File: src/hpdc_pkg.sv
// ----------------------------------------------------------------------------
// hpdc_pkg: shared constants and tables for the heading PID drive controller
// Holds the serial divider sizes and the CORDIC arctangent table.
// ----------------------------------------------------------------------------
package hpdc_pkg;

   // serial divider: dividend magnitude, divisor and step counter widths
   localparam int DIV_DVD_W = 63;
   localparam int DIV_DVS_W = 32;
   localparam int DIV_CNT_W = 6;

   // CORDIC vectoring steps and angle table width (Q16 degrees)
   localparam int CORDIC_STEPS = 20;
   localparam int ATAN_W       = 22;

   // arctangent of 2^-i in Q16 degrees
   function automatic logic [ATAN_W-1:0] cordic_atan(input logic [4:0] idx);
      logic [ATAN_W-1:0] val;
      case (idx)
         5'd0:    val = 22'd2949120;
         5'd1:    val = 22'd1740967;
         5'd2:    val = 22'd919879;
         5'd3:    val = 22'd466945;
         5'd4:    val = 22'd234379;
         5'd5:    val = 22'd117304;
         5'd6:    val = 22'd58666;
         5'd7:    val = 22'd29335;
         5'd8:    val = 22'd14668;
         5'd9:    val = 22'd7334;
         5'd10:   val = 22'd3667;
         5'd11:   val = 22'd1833;
         5'd12:   val = 22'd917;
         5'd13:   val = 22'd458;
         5'd14:   val = 22'd229;
         5'd15:   val = 22'd115;
         5'd16:   val = 22'd57;
         5'd17:   val = 22'd29;
         5'd18:   val = 22'd14;
         5'd19:   val = 22'd7;
         default: val = '0;
      endcase
      return val;
   endfunction

endpackage

File: src/hpdc_divider.sv
// ----------------------------------------------------------------------------
// hpdc_divider: unsigned restoring divider
// One quotient bit per cycle; a start pulse loads the operands and done
// pulses once the quotient is complete.
// ----------------------------------------------------------------------------
module hpdc_divider (
   input  logic                           clock,
   input  logic                           reset,
   input  logic                           start,
   input  logic [hpdc_pkg::DIV_DVD_W-1:0] dividend,
   input  logic [hpdc_pkg::DIV_DVS_W-1:0] divisor,
   output logic                           done,
   output logic [hpdc_pkg::DIV_DVD_W-1:0] quotient
);
   import hpdc_pkg::*;

   localparam logic [DIV_CNT_W-1:0] LAST_STEP = DIV_CNT_W'(DIV_DVD_W - 1);

   logic                  busy_ff;
   logic                  done_ff;
   logic [DIV_CNT_W-1:0]  cnt_ff;
   logic [DIV_DVS_W-1:0]  rem_ff;
   logic [DIV_DVS_W-1:0]  dvs_ff;
   logic [DIV_DVD_W-1:0]  quo_ff;

   logic [DIV_DVS_W:0]    rem_shift;
   logic                  fits;
   logic [DIV_DVS_W:0]    rem_diff;
   logic [DIV_DVS_W-1:0]  rem_in;

   // trial subtract of the divisor from the shifted remainder
   always_comb begin
      rem_shift = {rem_ff, quo_ff[DIV_DVD_W-1]};
      fits      = rem_shift >= {1'b0, dvs_ff};
      rem_diff  = rem_shift - {1'b0, dvs_ff};
      rem_in    = fits ? rem_diff[DIV_DVS_W-1:0] : rem_shift[DIV_DVS_W-1:0];
   end

   // control
   always_ff @(posedge clock) begin
      if (reset) begin
         busy_ff <= 1'b0;
         done_ff <= 1'b0;
         cnt_ff  <= '0;
      end else begin
         done_ff <= 1'b0;
         if (start) begin
            busy_ff <= 1'b1;
            cnt_ff  <= '0;
         end else if (busy_ff) begin
            cnt_ff <= cnt_ff + 1'b1;
            if (cnt_ff == LAST_STEP) begin
               busy_ff <= 1'b0;
               done_ff <= 1'b1;
            end
         end
      end
   end

   // datapath: dividend shifts out the top while quotient bits enter below
   always_ff @(posedge clock) begin
      if (start) begin
         rem_ff <= '0;
         dvs_ff <= divisor;
         quo_ff <= dividend;
      end else if (busy_ff) begin
         rem_ff <= rem_in;
         quo_ff <= {quo_ff[DIV_DVD_W-2:0], fits};
      end
   end

   assign done     = done_ff;
   assign quotient = quo_ff;

endmodule

File: config.mk
export PLATFORM = sky130hd
export DESIGN_NAME = hpdc_divider
export DESIGN_NICKNAME = d
export VERILOG_FILES = /design/src/hpdc_pkg.sv /design/src/hpdc_divider.sv
export SDC_FILE = /design/constraint.sdc
export NUM_CORES = 1
export LEC_CHECK = 0
export BUFFER_PORTS_ARGS = -buffer_cell sky130_fd_sc_hd__buf_4
export CAP_MARGIN = 40
export CORE_MARGIN = 5
export CORE_UTILIZATION = 59
export DETAILED_ROUTE_END_ITERATION = 8
export PLACE_DENSITY_LB_ADDON = 0.08
export REMOVE_ABC_BUFFERS = 1
export SETUP_SLACK_MARGIN = 0.2
export SLEW_MARGIN = 15
export SYNTH_ARGS = -nofsm -noshare
export SYNTH_HDL_FRONTEND = slang
export SYNTH_SLANG_ARGS = --single-unit
File: constraint.sdc
create_clock -name clock -period 5 [get_ports clock]
set_input_delay 1 -clock clock [delete_from_list [all_inputs] [get_ports clock]]
set_output_delay 1 -clock clock [all_outputs]
set_load 0.01 [all_outputs]
=== Word level (Yosys, flattened, before mapping) ===
Cells that the tools add are included.

* Register bits after elaboration: 135
* Output and inout bits: 64
* Bits of input ports: 98
* Logic and storage cells: 21

* Mux-type cells: 7
* Reductions and logical operators: 3
* Equality and inequality tests: 1
* Add/sub/neg operators: 2
* Bitwise gates (word level): 1
* Order comparisons: 1

{| class="wikitable"
|+ Operators with widths
! kind !! number
|-
| 63-bit 2-to-1 mux || 2
|-
| 33-bit by 32-bit greater-or-equal comparator with 1-bit output || 1
|-
| 32-bit 2-to-1 mux || 1
|-
| 32-bit subtractor || 1
|-
| 6-bit by 1-bit adder with 6-bit output (second input constant) || 1
|-
| 6-bit == test (second input constant) || 1
|-
| 1-bit 2-to-1 mux || 4
|-
| 3-bit OR reduction || 1
|-
| 2-bit nonzero test || 1
|-
| 2-bit OR reduction || 1
|-
| 1-bit inverter || 1
|}

=== Depth between registers and ports, before layout ===
Gate-level depths: netlist of run 1.

* Depth after elaboration: 4
* Gate-level depth with buffers: 14
* Depth with buffers taken out: 12

=== Worst setup path before layout of run 1 ===
OpenSTA, ideal clock, no wires.

* Path type: input -> register
* From: input port start
* To: register quo_ff[0] (netlist: quotient[0]) (enable)
* Data required time: 4607 ps
* Cell stages on the path: 3
* Slack: 2206 ps
* Data arrival time: 2401 ps
* Path buffers: 2
* Setup time: 393 ps
* Cells stage by stage: clkbuf_1 clkbuf_1 or2_2

* Word-level cells in the longest chain between the ends: 1

{| class="wikitable"
|+ RTL lines
! what !! line !! text
|-
| start: declaration || hpdc_divider.sv:9 || <nowiki>input logic start,</nowiki>
|-
| 2-bit nonzero test (no source line) || n/a ||
|-
| end signal: assignment || hpdc_divider.sv:65 || <nowiki>quo_ff <= dividend;</nowiki>
|-
| end signal: assignment || hpdc_divider.sv:68 || <nowiki>quo_ff <= {quo_ff[DIV_DVD_W-2:0], fits};</nowiki>
|-
| end: declaration || hpdc_divider.sv:24 || <nowiki>logic [DIV_DVD_W-1:0] quo_ff;</nowiki>
|}

No other way between the ends.
A chain may end at the register's enable or synchronous reset.

=== Worst setup path in the final report of run 1 ===
* From: register quo_ff[62] (netlist: quotient[62])
* To: register rem_ff[30]

* Word-level cells in the longest chain between the ends: 2
* Elaborated cells between the ends (all ways): 3
* Classes of those cells: 1 x add/sub; 1 x order compare; 1 x mux

{| class="wikitable"
|+ RTL lines
! what !! line !! text
|-
| 32-bit subtractor / 33-bit by 32-bit greater-or-equal comparator with 1-bit output (equally long branches) || hpdc_divider.sv:35, hpdc_divider.sv:34 ||
|-
| 32-bit 2-to-1 mux * || hpdc_divider.sv:36 || <nowiki>rem_in = fits ? rem_diff[DIV_DVS_W-1:0] : rem_shift[DIV_DVS_W-1:0];</nowiki>
|-
| end signal: assignment || hpdc_divider.sv:67 || <nowiki>rem_ff <= rem_in;</nowiki>
|-
| end: declaration || hpdc_divider.sv:22 || <nowiki>logic [DIV_DVS_W-1:0] rem_ff;</nowiki>
|}

Every way passes the cells marked *; elsewhere a longest branch is shown, timed or not.

==> results of run 1 <==
==> state kept, by name, summed over array words and instances (netlist names) <==
| register | flops |
|---|---|
| quotient | 63 |
| dvs_ff | 32 |
| rem_ff | 32 |
| cnt_ff | 6 |
| busy_ff | 1 |
| done | 1 |
==> layout by cell type, fill, tap and decap left out, types with 4 or more instances in the layout <==
cell / instances
xor2_1: 11
o21ai_0: 19
edfxtp_1: 95
or2_2: 4
nand4_1: 15
ha_1: 34
clkbuf_16: 17
dfxtp_1: 39
o21bai_1: 5
a311oi_2: 16
or3_1: 5
a31oi_1: 5
o211ai_1: 4
o21ai_1: 8
xnor2_1: 17
buf_4: 165
a21o_1: 11
a21oi_1: 36
nand3_1: 11
a211oi_1: 13
nor2b_1: 5
a311oi_1: 4
nor3_1: 4
nand2_1: 74
nor2_1: 48
mux2_2: 63
nand2b_1: 4
inv_1: 42
==> layer usage <==
layer / vias to the layer above / share of wire [%] / global-route usage (%)
li1: 2768 / - / -
met1: 2743 / 39 / 27.20
met2: 184 / 51 / 42.68
met3: 27 / 8.7 / 11.33
met4: 0 / 1.5 / 7.913
met5: - / 0 / 0
==> final cells by class <==
cell class                 count  area share [%]
inverter                      43           1.742
sequential                   135           39.45
clock inverter                13           1.688
tap                          168           2.269
multi-input combinational    457           36.43
timing repair buffer         167           13.75
clock buffer                  19           4.673
==> how the worst max path moves through the flow <==
stage                                          to  slack (ns)  cells after the start
after global routing      rem_ff[26]$_SDFFE_PP0P_        1.58                     12
after global placement    rem_ff[16]$_SDFFE_PP0P_        1.55                     11
after detailed placement  rem_ff[26]$_SDFFE_PP0P_        1.83                     12
after floorplan           rem_ff[16]$_SDFFE_PP0P_        1.98                     10
after CTS                 rem_ff[26]$_SDFFE_PP0P_        1.80                     12
final                     rem_ff[30]$_SDFFE_PP0P_        1.80                     12
==> power groups by stage <==
| stage | clock [uW] | combinational, uW | sequential [uW] |
|---|---|---|---|
| 6_report | 1260 | 785 | 1390 |
| 2_1_floorplan | 0 | 460 | 1420 |
| 3_5_place_dp | 0 | 776 | 1410 |
| 3_3_place_gp | 0 | 753 | 1400 |
| 5_1_grt | 1330 | 857 | 1400 |
| 4_1_cts | 1270 | 782 | 1390 |
==> cells by family (layout without fill, tap and decap cells) <==
kind of cell | Yosys count | count (layout) | share of synthesized area (%)
buffers and inverters | 79 | 242 | 4.715
xor gates and xnor gates | 28 | 28 | 3.324
and+or+nand+nor | 183 | 183 | 11.38
adders and majority gates | 35 | 35 | 6.038
DFF | 135 | 135 | 49.53
AOI/OAI and AO/OA | 145 | 145 | 14.99
muxes | 66 | 66 | 10.02
==> per-stage QoR <==
stage               worst slack, ns  hold slack [ns]  instance area (um^2)
global placement              1.552           0.4678                  8661
finish                        1.797           0.5000                  9265
global route                  1.576           0.5234                  9265
CTS                           1.799           0.4986                  9265
floorplan                     1.978           0.4524                  7191
detailed placement            1.826           0.4889                  8676
==> worst min-delay path: stages, from the launching register on <==
cell	delay, ns
dfxtp_1	0.32
o21ai_0	0.07
a21oi_1	0.06
==> impl_metrics.json, run 1 <==
{
  "grt_antenna_before_repair": 0,
  "startpoint": "quotient[62]$_DFFE_PP_",
  "p_int_uw": 2461,
  "grt_use_total_pct": 24.75,
  "slew_headroom_pct": 44.09,
  "fin_util_pct": 76.50,
  "grt_pass1_wl_um": 29080,
  "max_stage_delay_ns": 0.44,
  "synthFlopType": "edfxtp_1",
  "die_h_um": 121.8,
  "worstSkewPairLatency_ns": 0.42,
  "crit_path_top_delay_cell": "a221oi_2",
  "synth_common_cells": "95 x edfxtp_1, 74 x nand2_1, 63 x mux2_2",
  "nNetsFinal": 954,
  "period_minus_slack_ns": 3.203,
  "cts_setup_buffers": 0,
  "seqPwrFrac_pct": 40.5,
  "crit_fanout": 3,
  "cts_tree": "built",
  "cts_hold_buffers": 0,
  "cp_top_family": "compound AO/OA/AOI/OAI gates",
  "cts_max_level": 4,
  "tightestPinTransition_ns": 0.8386,
  "max_cap_violations": 0,
  "worst_ep_arrival_time_ns": 3.53,
  "io_buffers": 161,
  "fill_cells": 850,
  "ys_ff_latch": 135,
  "worstHoldPathType": "reg -> reg",
  "seqCellArea_mm2": 0.003655,
  "area_growth_pct": 25.59,
  "timing.rr.start": "quotient[62]$_DFFE_PP_",
  "layout-drive-gt1-share_pct": 34.29,
  "timing.setup.tns_ns": 0,
  "antenna_cells": 0,
  "path_cells": "inv_1 -> ha_1 -> fa_1 -> nor2b_1 -> o21bai_1 -> a31oi_1 -> o31a_1 -> o2111ai_1 -> a221oi_2 -> mux2i_1 -> o21ai_1 -> a211oi_1",
  "synth.most_common_cell": "edfxtp_1",
  "wl_um": 17910,
  "synth_area_leaders": "edfxtp_1 39%, dfxtp_1 11%, mux2_2 9.6%",
  "hold-path-cell-count": 2,
  "placedCellCount": 970,
  "hold_viol": 0,
  "syn-cell-area_mm2": 0.007377,
  "syn_avg_cell_area_um2": 10.99,
  "fp.coreArea_mm2": 0.01211,
  "clkSlewWorstSetupHoldPaths_ns": 0.06,
  "yosys.area.top_type": "edfxtp_1",
  "dp_hpwl_um": 12840,
  "ys_types": 61,
  "critPathKind": "reg -> reg",
  "gp_congestion": 0.9316,
  "p_leak_uw": 0.003888,
  "comb_power_share_pct": 22.9,
  "async_reset_ff_share_pct": 0,
  "num_vias": 5722,
  "fmaxAchievable_mhz": 312.2,
  "path_buf_inv": 1,
  "p_sw_share_pct": 28.20,
  "reg2reg_to": "rem_ff[30]$_SDFFE_PP0P_",
  "antenna_left": 0,
  "ys_warn_count": 0,
  "p_per_area_mw_per_mm2": 370.0,
  "drtIter0Drc": 339,
  "num_io_pins": 162,
  "cts_resized": 0,
  "run_status": "complete, no violations",
  "rsz0062_at_grt": "no",
  "drc": 0,
  "drt_pass1_iterations": 7,
  "numCtsBuffers": 17,
  "rr_worst_depth": 12,
  "period_share_pct": 64.05,
  "grt_pass1_vias": 5992,
  "required_ns": 5.33,
  "skew_ns": 0.008502,
  "via_per_inst": 5.711,
  "cts-root-buf": "clkbuf_16",
  "multi_input_area_mm2": 0.003376,
  "slew_viol_final": 0,
  "p_sw_uw": 966.8,
  "ir_worst_vdd_uv": 280.7,
  "finalSetupViolCount": 0,
  "grt.overflow.total": 0,
  "reg2reg_setup_slack_ns": 1.80,
  "min_from": "cnt_ff[5]$_SDFFE_PP0P_",
  "die_x_um": 121.8,
  "clkPwrFrac_pct": 36.6,
  "synth_cells": 671,
  "rows": 40,
  "grt_max_degree": 130,
  "die_area_mm2": 0.01484,
  "wl_per_cell_um": 17.87,
  "whs_endpoint": "cnt_ff[5]$_SDFFE_PP0P_",
  "synth_edf_count": 95,
  "crit_path_start_kind": "register",
  "yosysSeqAreaShare_pct": 49.53,
  "end_kind": "register",
  "p_total_uw": 3428,
  "yosys.area.top_type_share_pct": 38.67,
  "cts_sinks": 135,
  "final_cells": 1002,
  "cts_buffer_depth": 2,
  "initial_core_util_pct": 60.91
}
No activity file was read; power rests on OpenSTA's default activity.
==> run 2: changes to the inputs <==
--- a/config.mk
+++ b/config.mk
@@ -5,10 +5,11 @@
 export SDC_FILE = /design/constraint.sdc
 export NUM_CORES = 1
 export LEC_CHECK = 0
+export ABC_AREA = 1
 export BUFFER_PORTS_ARGS = -buffer_cell sky130_fd_sc_hd__buf_4
 export CAP_MARGIN = 40
 export CORE_MARGIN = 5
-export CORE_UTILIZATION = 59
+export CORE_UTILIZATION = 51
 export DETAILED_ROUTE_END_ITERATION = 8
 export PLACE_DENSITY_LB_ADDON = 0.08
 export REMOVE_ABC_BUFFERS = 1
==> constraint.sdc (replaced) <==
create_clock -name clock -period 2.64 [get_ports clock]
set_input_delay 0.528 -clock clock [delete_from_list [all_inputs] [get_ports clock]]
set_output_delay 0.528 -clock clock [all_outputs]
set_load 0.01 [all_outputs]
==> impl_metrics.json, run 2 <==
{
  "slew_headroom_pct": 62.59,
  "slew_viol_final": 0,
  "ys_types": 33,
  "yosys.area.top_type_share_pct": 34.91,
  "dp_hpwl_um": 15860,
  "wl_um": 21780,
  "via_per_inst": 4.850,
  "max_cap_violations": 0,
  "io_buffers": 161,
  "fmaxAchievable_mhz": 442.8,
  "ir_worst_vdd_uv": 520.5,
  "grt_pass1_vias": 7357,
  "critPathKind": "reg -> reg",
  "die_h_um": 136.6,
  "synth_cells": 1140,
  "finalSetupViolCount": 0,
  "holdWs_ns": 0.2750,
  "synthFlopType": "edfxtp_1",
  "synth_fa_ha_area_share_pct": 5.451,
  "required_ns": 2.95,
  "grt_antenna_before_repair": 0,
  "cts_max_level": 4,
  "crit_path_top_delay_cell": "ha_1",
  "largest_reg_flops": 63,
  "syn-cell-area_mm2": 0.008172,
  "tightestPinTransition_ns": 0.5603,
  "final_common_cell": "nand2_1",
  "layout-drive-gt1-share_pct": 18.04,
  "die_area_mm2": 0.01865,
  "area_growth_pct": 25.94,
  "num_io_pins": 162,
  "layout_common_cells": "530 x nand2_1, 179 x inv_1, 166 x buf_4",
  "synthMuxAreaShare_pct": 0,
  "grt_pass1_wl_um": 35570,
  "crit_path_frequent_cell": "nand2_1",
  "ys_ff_latch": 135,
  "yosysSeqAreaShare_pct": 44.71,
  "gp_congestion": 0.9773,
  "worstSkewPairLatency_ns": 0.43,
  "worst_ep_arrival_time_ns": 2.57,
  "yosys.area.top_type": "edfxtp_1",
  "cts-root-buf": "clkbuf_16",
  "drt_pass1_iterations": 7,
  "synth_top_family_by_area": "simple AND/OR/NAND/NOR gates",
  "crit_path_start_kind": "register",
  "grt_max_degree": 79,
  "period_minus_slack_ns": 2.258,
  "run_status": "complete, no violations",
  "syn_avg_cell_area_um2": 7.168,
  "rows": 46,
  "cts_buffer_depth": 2,
  "hold_viol": 0,
  "skew_ns": 0.01099,
  "rsz0062_at_grt": "no",
  "nNetsFinal": 1434,
  "grt_use_total_pct": 24.23,
  "worstHoldPathType": "in -> reg",
  "ys_warn_count": 0,
  "placed_area_mm2": 0.009600,
  "wl_per_cell_um": 14.24,
  "design_area_mm2": 0.01029,
  "p_leak_uw": 0.005477,
  "synthSimpleGateAreaFrac_pct": 35.72,
  "synth_common_cells": "530 x nand2_1, 180 x inv_1, 95 x edfxtp_1",
  "path_cells": "inv_1 -> ha_1 -> nand2_1 -> nor2_1 -> nand2_1 -> nand3_2 -> nand2_2 -> nand2_4 -> nand2_2 -> nand2_4 -> nand2_8 -> buf_12 -> nand3_1 -> nand3_1 -> nand2_1",
  "antenna_left": 0,
  "synth_area_leaders": "edfxtp_1 35%, nand2_1 24%, dfxtp_1 9.8%",
  "numCtsBuffers": 17,
  "initial_core_util_pct": 51.63,
  "clkSlewWorstSetupHoldPaths_ns": 0.06,
  "end_kind": "register",
  "async_reset_ff_share_pct": 0,
  "period_share_pct": 85.55,
  "synth_xor_area_share_pct": 1.501,
  "grt.overflow.total": 0,
  "drtIter0Drc": 484,
  "p_per_area_mw_per_mm2": 561.2,
  "crit_fanout": 23,
  "antenna_cells": 0,
  "synth-compound-area-share_pct": 2.312,
  "drc": 0,
  "p_total_uw": 5775,
  "synth.most_common_cell": "nand2_1",
  "cts_tree": "built",
  "max_stage_delay_ns": 0.36,
  "die_x_um": 136.6,
  "cts_sinks": 135,
  "num_vias": 7421,
  "fp.coreArea_mm2": 0.01583,
  "synth_edf_count": 95
}
==> run 2: cell types whose count changed after synthesis, sizes merged, moves of 6 or more <==
| cell | delta |
|---|---|
| a21oi | -16 |
| nor3 | +6 |
| nand3 | +69 |
| a211oi | -12 |
| nand4 | -13 |
| o21ai | -26 |
| nand2 | +472 |
| nor2 | +6 |
| a311oi | -20 |
| a21o | -10 |
| xor2 | -10 |
| nand3b | +10 |
| mux2 | -63 |
| inv | +144 |
==> run 2: where the power goes <==
group | total (uW) | switching, uW | internal (uW) | leakage, uW
Sequential | 2530 | 79.7 | 2450 | 0.00128
Clock | 2480 | 969 | 1510 | 0.000300
Combinational | 769 | 424 | 344 | 0.00389
Total | 5780 | 1470 | 4300 | 0.00548
==> run 2: cell type report <==
class / count / area (um^2)
Multi-Input combinational cell: 790 / 3724
Tap cell: 216 / 270.3
Clock buffer: 21 / 481.7
Sequential cell: 135 / 3654
Fill cell: 1460 / 5537
Clock inverter: 11 / 133.9
Inverter: 187 / 701.9
Timing Repair Buffer: 170 / 1326
==> run 2: logic make-up (layout without fill, tap and decap cells) <==
group | Yosys count | count (layout)
AO/OA/AOI/OAI | 32 | 32
XOR/XNOR | 14 | 14
adder cells (fa/ha/maj) | 35 | 35
buffers and inverters | 216 | 389
flip-flops | 135 | 135
AND/OR/NAND/NOR | 708 | 709
==> run 2: timing repair <==
action,in CTS,in global routing
resized for setup,0,10
pin swaps,0,1
endpoints found under the setup margin,5,33
gates cloned,0,1
buffers inserted,0,1
hold buffers,0,0
==> run 2: per-layer routing <==
| layer | global-route usage, % | share of wire (%) | vias up |
|---|---|---|---|
| li1 | - | - | 3838 |
| met1 | 29.17 | 42 | 3300 |
| met2 | 40.44 | 46 | 249 |
| met3 | 9.044 | 9.7 | 34 |
| met4 | 7.391 | 2.2 | 0 |
| met5 | 0 | 0 | - |
==> run 2: final timing paths <==
kind                             endpoint  slack [ns]                    start  cells past startpoint
setup / recovery  rem_ff[23]$_SDFFE_PP0P_        0.38      dvs_ff[2]$_DFFE_PP_                     15
hold / removal       dvs_ff[28]$_DFFE_PP_        0.27              divisor[28]                      1
setup reg to reg  rem_ff[23]$_SDFFE_PP0P_        0.38      dvs_ff[2]$_DFFE_PP_                     15
hold reg to reg   rem_ff[20]$_SDFFE_PP0P_        0.47  rem_ff[20]$_SDFFE_PP0P_                      2
==> run 2: per-stage QoR <==
stage	utilization (%)	cells	setup TNS (ns)	setup WS, ns
finish	65.02	1530	0	0.3816
global route	65.02	1530	0	0.2017
CTS	64.55	1528	0	0.1873
detailed placement	60.66	1496	0	0.2084
global placement	60.66	1496	0	0.2558
floorplan	-	1111	-44.43	-0.7053
==> run 2: worst max-delay path, delay by kind of cell, from the launching register on <==
kind	cells	cell delay [ns]
AND/OR/NAND/NOR	12	1.20
adder cells (fa/ha/maj)	1	0.36
buffers and inverters	2	0.26
flip-flops	1	0.32
==> run 3: changes to the inputs <==
--- a/config.mk
+++ b/config.mk
@@ -9,7 +9,8 @@
 export BUFFER_PORTS_ARGS = -buffer_cell sky130_fd_sc_hd__buf_4
 export CAP_MARGIN = 40
 export CORE_MARGIN = 5
-export CORE_UTILIZATION = 51
+export CORE_UTILIZATION = 60
+export CTS_CLUSTER_DIAMETER = 200
 export DETAILED_ROUTE_END_ITERATION = 8
 export PLACE_DENSITY_LB_ADDON = 0.08
 export REMOVE_ABC_BUFFERS = 1
==> constraint.sdc (replaced) <==
create_clock -name clock -period 2.9 [get_ports clock]
set_input_delay 0.58 -clock clock [delete_from_list [all_inputs] [get_ports clock]]
set_output_delay 0.58 -clock clock [all_outputs]
set_load 0.01 [all_outputs]
==> impl_metrics.json, run 3 (synthesis results as in run 2) <==
{
  "io_buffers": 161,
  "die_h_um": 126.7,
  "rsz0062_at_grt": "no",
  "antenna_left": 0,
  "holdWs_ns": 0.3286,
  "cts_setup_buffers": 0,
  "via_per_inst": 5.123,
  "crit_path_top_delay_cell": "nand2_4",
  "wl_per_cell_um": 15.00,
  "cp_top_family": "simple AND/OR/NAND/NOR gates",
  "period_share_pct": 84.91,
  "numCtsBuffers": 17,
  "timing.setup.tns_ns": 0,
  "worstSkewPairLatency_ns": 0.42,
  "cts_max_level": 4,
  "cts-root-buf": "clkbuf_16",
  "path_cells": "inv_1 -> ha_1 -> nand2_1 -> nor2_1 -> nand2_1 -> nand3_2 -> nand2_2 -> nand2_4 -> nand2_2 -> nand2_4 -> nand2_4 -> nand2_4 -> nand2_1 -> nand3_1 -> nand2_1",
  "grt_max_degree": 44,
  "slew_viol_final": 0,
  "clkSlewWorstSetupHoldPaths_ns": 0.06,
  "final_common_cell": "nand2_1",
  "fmaxAchievable_mhz": 406.1,
  "p_per_area_mw_per_mm2": 516.3,
  "max_stage_delay_ns": 0.41,
  "rows": 42,
  "drt_pass1_iterations": 8,
  "period_minus_slack_ns": 2.463,
  "max_cap_violations": 0,
  "die_area_mm2": 0.01605,
  "gp_congestion": 0.9789,
  "skew_ns": 0.008902,
  "slew_headroom_pct": 61.22,
  "drc": 0,
  "cts_buffer_depth": 2,
  "crit_path_start_kind": "register",
  "initial_core_util_pct": 61.46,
  "ir_worst_vdd_uv": 468.1,
  "fill_cells": 1023,
  "worst_ep_arrival_time_ns": 2.78,
  "drtIter0Drc": 649,
  "cts_resized": 0,
  "dp_hpwl_um": 16310,
  "worstHoldPathType": "in -> reg",
  "required_ns": 3.22,
  "wl_um": 22370,
  "cts_tree": "built",
  "layout_common_cells": "530 x nand2_1, 179 x inv_1, 170 x buf_4",
  "nNetsFinal": 1435,
  "grt.overflow.total": 0,
  "cts_sinks": 135,
  "crit_fanout": 32,
  "num_io_pins": 162,
  "area_growth_pct": 24.53,
  "grt_antenna_before_repair": 0,
  "num_vias": 7638,
  "grt_use_total_pct": 28.61,
  "finalSetupViolCount": 0,
  "critPathKind": "reg -> reg",
  "grt_pass1_vias": 7629,
  "end_kind": "register",
  "grt_pass1_wl_um": 36500,
  "path_buf_inv": 1,
  "die_x_um": 126.7,
  "hold_viol": 0,
  "antenna_cells": 0,
  "tightestPinTransition_ns": 0.5808,
  "largest_reg_flops": 63,
  "fp.coreArea_mm2": 0.01330,
  "p_leak_uw": 0.005463,
  "run_status": "complete, no violations",
  "layout-drive-gt1-share_pct": 17.95,
  "cts_hold_buffers": 0
}
[run 3: power breakdown]
| part | internal (uW) | total (uW) | switching, uW |
|---|---|---|---|
| registers | 2230 | 2300 | 72.8 |
| logic | 316 | 712 | 396 |
| clock network | 1360 | 2240 | 881 |
[run 3: layer usage]
layer	wire (um)	GRT usage, %	up-vias
met5	0	0	-
met4	470	9.590	0
met3	2049	9.416	31
met2	10780	48.04	291
met1	9063	34.78	3477
li1	-	-	3839
[run 3: through the flow]
step	cells	worst slack, ns	total power (uW)	utilization, %	instance area, um^2
after floorplan	1111	-0.4973	2657	-	8031
after global placement	1459	0.5363	3032	72.00	9573
after detailed placement	1459	0.4806	3041	72.00	9573
after CTS	1491	0.4546	5272	76.54	10180
after global routing	1491	0.2216	5454	76.54	10180
final	1491	0.4375	5254	76.54	10180
[run 3: layout make-up]
cell class              instances  area [um^2]  area share (%)
clock buffers                  18        429.2           4.217
clock inverters                14        173.9           1.709
inverters                     187        701.9           6.898
multi-input cells             789         3681           36.17
flip-flops and latches        135         3654           35.90
well taps                     176        220.2           2.164
repair buffers                172         1316           12.93
[run 3: final timing paths]
path | startpoint | endpoint | slack (ns) | depth (start not counted)
worst max-delay path | dvs_ff[2]$_DFFE_PP_ | rem_ff[8]$_SDFFE_PP0P_ | 0.44 | 15
worst min-delay path | divisor[6] | dvs_ff[6]$_DFFE_PP_ | 0.33 | 1
worst max register to register | dvs_ff[2]$_DFFE_PP_ | rem_ff[8]$_SDFFE_PP0P_ | 0.44 | 15
worst min register to register | rem_ff[2]$_SDFFE_PP0P_ | rem_ff[2]$_SDFFE_PP0P_ | 0.48 | 2
